===== config.mk =====
export PLATFORM = sky130hd
export DESIGN_NAME = pfba_word_unit
export DESIGN_NICKNAME = d
export VERILOG_FILES = /design/src/rtl/pfba_pkg.sv /design/src/rtl/pfba_word_unit.sv
export SDC_FILE = /design/constraint.sdc
export NUM_CORES = 1
export LEC_CHECK = 0
export BUFFER_PORTS_ARGS = -buffer_cell sky130_fd_sc_hd__buf_4
export CAP_MARGIN = 5
export CELL_PAD_IN_SITES_DETAIL_PLACEMENT = 1
export CELL_PAD_IN_SITES_GLOBAL_PLACEMENT = 1
export CORE_ASPECT_RATIO = 1.25
export CORE_MARGIN = 8
export CORE_UTILIZATION = 33
export DETAILED_ROUTE_END_ITERATION = 8
export PLACE_DENSITY_LB_ADDON = 0.2
export SYNTH_ARGS = -nofsm -noshare
export SYNTH_HDL_FRONTEND = slang
export SYNTH_SLANG_ARGS = --single-unit

===== constraint.sdc =====
create_clock -name vclk -period 12.2
set_input_delay 2.44 -clock vclk [all_inputs]
set_output_delay 2.44 -clock vclk [all_outputs]
set_load 0.05 [all_outputs]

===== src/rtl/pfba_pkg.sv =====
// ----------------------------------------------------------------------------
// pfba_pkg
// shared types and constants of the page frame bitmap allocator
// ----------------------------------------------------------------------------
`default_nettype none

package pfba_pkg;

  localparam int PAGE_W  = 15;  // page number width
  localparam int COUNT_W = 16;  // free page count width
  localparam int BIT_W   = 5;   // bit select inside one bitmap word
  localparam int WORD_W  = 32;  // bitmap word width
  localparam int WIDX_W  = PAGE_W - BIT_W;  // word index carried by a page number

  typedef enum logic [1:0] {
    CMD_FREE  = 2'd0,
    CMD_USED  = 2'd1,
    CMD_ALLOC = 2'd2
  } cmd_t;

  // result of the shared word unit
  typedef struct packed {
    logic [WORD_W-1:0] new_word;
    logic              old_bit;
    logic              zero_found;
    logic [BIT_W-1:0]  zero_pos;
  } word_res_t;

endpackage

`default_nettype wire


===== src/rtl/pfba_word_unit.sv =====
// ----------------------------------------------------------------------------
// pfba_word_unit
// shared word unit: first free bit search and single bit update
// ----------------------------------------------------------------------------
`default_nettype none

module pfba_word_unit (
  input  wire logic [pfba_pkg::WORD_W-1:0] word,
  input  wire logic [1:0]                  cmd,
  input  wire logic [pfba_pkg::BIT_W-1:0]  bit_sel,
  output pfba_pkg::word_res_t              res
);

  import pfba_pkg::*;

  logic [WORD_W-1:0] avail;
  logic [BIT_W-1:0]  pos;
  logic [BIT_W-1:0]  sel;
  logic              set_val;

  assign avail = ~word;

  // lowest clear bit
  always_comb begin
    pos = '0;
    for (int i = WORD_W - 1; i >= 0; i--) begin
      if (avail[i]) begin
        pos = BIT_W'(i);
      end
    end
  end

  assign sel     = (cmd == CMD_ALLOC) ? pos : bit_sel;
  assign set_val = (cmd != CMD_FREE);

  always_comb begin
    res.new_word      = word;
    res.new_word[sel] = set_val;
    res.old_bit       = word[sel];
    res.zero_found    = |avail;
    res.zero_pos      = pos;
  end

endmodule

`default_nettype wire


==> flow_summary.ini, run 1 <==
[power_and_ir_drop]
powerDensity_nw_per_um2 = 53.22
max-vdd-ir-drop_mv = 0.02680
p_leak_nw = 0.8193
design_power_total_mw = 0.1099

[grt]
grtUsageMet3 = 0.01778
grt-busiest-layer = met2
grt_use_met1 = 0.2819
antenna_found_initial = 0
grt_overflow = 0
grt_pass1_wl_um = 12100
grt_usage = 0.2167
grt_max_degree = 32
grt_pass1_vias = 2311
grt_util_met2 = 0.3646

[floorplan]
die_y_um = 90.18
fp.coreArea_um2 = 4324
fp.dieArea_um2 = 6794
floorplan.initialDensity = 0.3359
io_pins = 78
num_rows = 27
die_w_um = 75.34

[critical_path]
slowest_stage = nor2_1
crit_fanout = 16
path_cells = buf_4, nor2b_1, a311oi_1, o21ai_0, a2111oi_1, nor2_1, nor2_1, a21oi_1, a31oi_1, buf_4
critPathArrivalTime_ns = 5.79
crit_path_start_kind = input pin
critical_path_buf_inv_count = 2
cp_top_family = compound AO/OA/AOI/OAI gates
max_stage_delay_ns = 0.94
crit_path_end_kind = primary output
crit_type = input pin to primary output
required_ns = 9.76

[yosys]
syn_area_um2 = 1453
syn_inst = 236
ys_types = 47
syn-num-nets = 275
avgSynthCellArea_um2 = 6.155
ys_warn_count = 0
yosysSeqAreaShare = 0

[sta]
fin_ws_ns = 3.973
max_slew_margin = 0.2186
fmax_mhz = 121.6
min_period_ns = 8.227
grt_setup_unrepaired = no
hold_violations = 0
min_period_over_period = 0.6744
max_slew.worst_pin.slew_ns = 1.171
setup_tns_ns = 0
drv_slew = 0
finalSetupViolCount = 0
hold_ws_ns = 5.327

[drt]
wirelength_um = 7637
drc = 0
antenna_left = 0
vias = 2310
viasPerCell = 6.435
wire_per_inst_um = 21.27
dr.pass1.iters = 4
first_iter_violations = 140

[layout]
num-clock-buffers = 0
nets = 342
seq_cell_count = 0
utilization = 0.4774
diodes = 0
regArea_um2 = 0
fillers = 621
post_layout_nonfiller_instances = 359
drive_gt1_frac = 0.3189
finish.instance_area_um2 = 2064
syn2layout_area_growth_pct = 42.12

[placement]
finalWeightedCongestion = 0.8990
dp_slack_ns = 4.048
port_buffers = 78
post_dp_cell_area_um2 = 2064
dp_cells = 359
dpl.hpwl_um = 6067

[clock_network]
ctsHoldBuffers = 0
cts_setup_buffers = 0
cts_resized = 0

[job]
maxCapViolations = 0

[run_status]
outcome = completed

[worst_hold_path]
hp-class = input pin to primary output
## cell families (layout without fill, tap and decap cells)
kind of cell | Yosys count | after routing | synth area share
AO/OA/AOI/OAI | 119 | 119 | 0.5530
buffers and inverters | 21 | 86 | 0.06201
multiplexers | 4 | 4 | 0.02928
AND/OR/NAND/NOR | 92 | 92 | 0.3557
## cell usage in the layout (no fill, tap or decap), types with 5 or more instances in the layout
| cell type | netlist | layout |
|---|---|---|
| a21boi_0 | 8 | 8 |
| a21oi_1 | 36 | 36 |
| a31oi_1 | 34 | 34 |
| and4_1 | 5 | 5 |
| buf_4 | 0 | 81 |
| inv_1 | 5 | 5 |
| nand2_1 | 20 | 20 |
| nand3_1 | 10 | 10 |
| nand4_1 | 14 | 14 |
| nor2_1 | 12 | 11 |
| nor2b_1 | 6 | 6 |
| o21ai_0 | 10 | 10 |
## where the power goes
group | internal (mW) | switching (mW)
clock network | 0 | 0
registers | 0 | 0
logic | 0.0349 | 0.0750
## layer usage
layer,vias up,part of all wire
li1,1095,-
met1,1100,0.41
met2,99,0.50
met3,16,0.064
met4,0,0.021
met5,-,0
## area by class of cell
type,instances,area (um^2),area share
Multi-Input combinational cell,215,1365,0.6612
Timing Repair Buffer,81,608.1,0.2945
Tap cell,58,72.57,0.03515
Inverter,5,18.77,0.009091
## cells in the mapped netlist (2+ instances only)
library cell	number	area, um^2
nand4_1	14	87.58
nor2_1	12	45.04
and4_1	5	43.79
nand3_1	10	50.05
a31oi_1	34	212.7
nand2b_1	3	18.77
clkbuf_1	12	45.04
a211oi_1	4	30.03
a211oi_2	2	25.02
and3_1	4	25.02
mux2i_1	2	20.02
nor4b_2	2	30.03
a21oi_1	36	180.2
o21ai_0	10	50.05
a21boi_0	8	60.06
nor4_1	3	18.77
a32o_1	3	30.03
buf_2	3	15.01
nor3_1	4	20.02
inv_1	5	18.77
or2_2	2	12.51
a211o_1	2	17.52
a2111o_1	2	22.52
nor2b_1	6	37.54
o31ai_1	3	22.52
nand2_1	20	75.07
and2_1	4	25.02
mux2_2	2	22.52
## worst paths after layout
kind      from       to  slack (ns)  cells after the start
max   word[21]  res[12]        3.97                     10
min   word[31]  res[38]        5.33                      3
No activity file was read; power rests on OpenSTA's default activity.
==> run 2: changes to the inputs <==
--- a/config.mk
+++ b/config.mk
@@ -11,7 +11,7 @@
 export CELL_PAD_IN_SITES_GLOBAL_PLACEMENT = 1
 export CORE_ASPECT_RATIO = 1.25
 export CORE_MARGIN = 8
-export CORE_UTILIZATION = 33
+export CORE_UTILIZATION = 28
 export DETAILED_ROUTE_END_ITERATION = 8
 export PLACE_DENSITY_LB_ADDON = 0.2
 export SYNTH_ARGS = -nofsm -noshare
==> constraint.sdc (replaced) <==
create_clock -name vclk -period 7.55
set_input_delay 1.51 -clock vclk [all_inputs]
set_output_delay 1.51 -clock vclk [all_outputs]
set_load 0.05 [all_outputs]
==> run 2 against run 1 <==
Worst setup slack worse by 2.8 ns. Global-route usage down 3.5 points. Total power up 61%. Cell count up 1.4%. Design area up 0.73%. Sequential share of layout area unchanged. Worst hold slack worse by 1.9 ns. Critical endpoint is now res[8].
==> flow_summary.ini, run 2 (synthesis gave the netlist of run 1 again) <==
[run_status]
outcome = completed

[grt]
grt_overflow = 0
grt_pass1_vias = 2286
grt_max_degree = 32
antenna_found_initial = 0
grt_pass1_wl_um = 11740
grt_usage = 0.1820

[placement]
dpl.hpwl_um = 5960
dp_slack_ns = 1.289
port_buffers = 78
dp_cells = 364
finalWeightedCongestion = 0.9407

[drt]
wl_met3_um = 392
viasPerCell = 6.343
wire_per_inst_um = 20.94
dr.pass1.iters = 4
wl_met1_um = 3331
vias = 2309
top_layer = met4
antenna_left = 0
drc = 0
wirelength_um = 7621
first_iter_violations = 126
met2_length_um = 3796

[layout]
fillers = 680
regArea_um2 = 0
drive_gt1_frac = 0.3212
utilization = 0.4123
num-clock-buffers = 0
post_layout_nonfiller_instances = 364
seq_cell_count = 0
layout_commonest_cell = buf_4
multi_input_area_um2 = 1368
syn2layout_area_growth_pct = 43.15
nets = 343
diodes = 0
layout_common_cells = buf_4 (82), a21oi_1 (36), a31oi_1 (34)

[clock_network]
cts_resized = 0
cts_setup_buffers = 0
ctsHoldBuffers = 0

[sta]
max_slew_margin = 0.2541
min_period_over_period = 0.8431
min_period_ns = 6.366
setup_tns_ns = 0
finalSetupViolCount = 0
grt_setup_unrepaired = no
hold_violations = 0
fin_ws_ns = 1.184
drv_slew = 0
hold_ws_ns = 3.468
max_slew.worst_pin.slew_ns = 1.113
fmax_mhz = 157.1

[floorplan]
die_w_um = 80.43
fp.dieArea_um2 = 7763
die_y_um = 96.53
fp.coreArea_um2 = 5044
num_rows = 29
io_pins = 78
floorplan.initialDensity = 0.2880

[critical_path]
max_stage_delay_ns = 0.97
crit_type = input pin to primary output
crit_path_start_kind = input pin
cp_common_cell = buf_4
required_ns = 6.04
crit_path_end_kind = primary output
crit_fanout = 10
slowest_stage = a2111oi_1
path_cells = buf_4, nor2b_1, a311oi_1, o21ai_0, a2111oi_1, nor2_1, nor2_1, buf_4, a21oi_1, a31oi_1, buf_4
critPathArrivalTime_ns = 4.86

[job]
maxCapViolations = 0

[worst_hold_path]
min_from = word[31]
holdPathStages = 3
min_to = res[38]
hp-class = input pin to primary output

[power_and_ir_drop]
max-vdd-ir-drop_mv = 0.04207
p_leak_nw = 0.8254
powerDensity_nw_per_um2 = 85.24
run 2: changes by cell type in the layout (fill, tap and decap cells not counted):
cell	delta
buf_4	+1
nor2_1	+1
nor2_2	-1
nor3_1	-1
nor3_2	+1
run 2: per-layer routing:
| metal | up-vias | global-route usage |
|---|---|---|
| met5 | - | 0 |
| met1 | 1121 | 0.2320 |
| met4 | 0 | 0.02736 |
| met3 | 9 | 0.02315 |
| li1 | 1090 | - |
| met2 | 89 | 0.3208 |
run 2: power breakdown:
part | internal (mW) | switching (mW) | total [mW]
Combinational | 0.0568 | 0.120 | 0.177
Sequential | 0 | 0 | 0
Clock | 0 | 0 | 0
run 2: critical path: cells and delay by family:
kind / cells / cell delay [ns]
buffers and inverters: 3 / 0.66
AO/OA/AOI/OAI: 5 / 1.70
AND/OR/NAND/NOR: 3 / 0.99
run 2: stage by stage:
| step | total power [mW] | area [um^2] |
|---|---|---|
| after floorplan | 0.1094 | 1453 |
| after global placement | 0.1757 | 2079 |
| after detailed placement | 0.1761 | 2079 |
| after CTS | 0.1768 | 2079 |
| after global routing | 0.1882 | 2079 |
| final | 0.1773 | 2079 |
run 2: cell type report:
type,instances,area share
repair buffers,82,0.2960
inverters,5,0.009025
multi-input cells,215,0.6576
well taps,62,0.03730
run 2: worst max path at each step:
stage | end | startpoint | slack (ns) | depth (start not counted)
4_1_cts | res[8] | word[21] | 1.30 | 11
3_5_place_dp | res[8] | word[21] | 1.29 | 11
3_3_place_gp | res[8] | word[21] | 1.36 | 11
5_1_grt | res[8] | word[21] | 1.05 | 11
2_1_floorplan | res[30] | word[9] | 0.96 | 9
6_report | res[8] | word[21] | 1.18 | 11
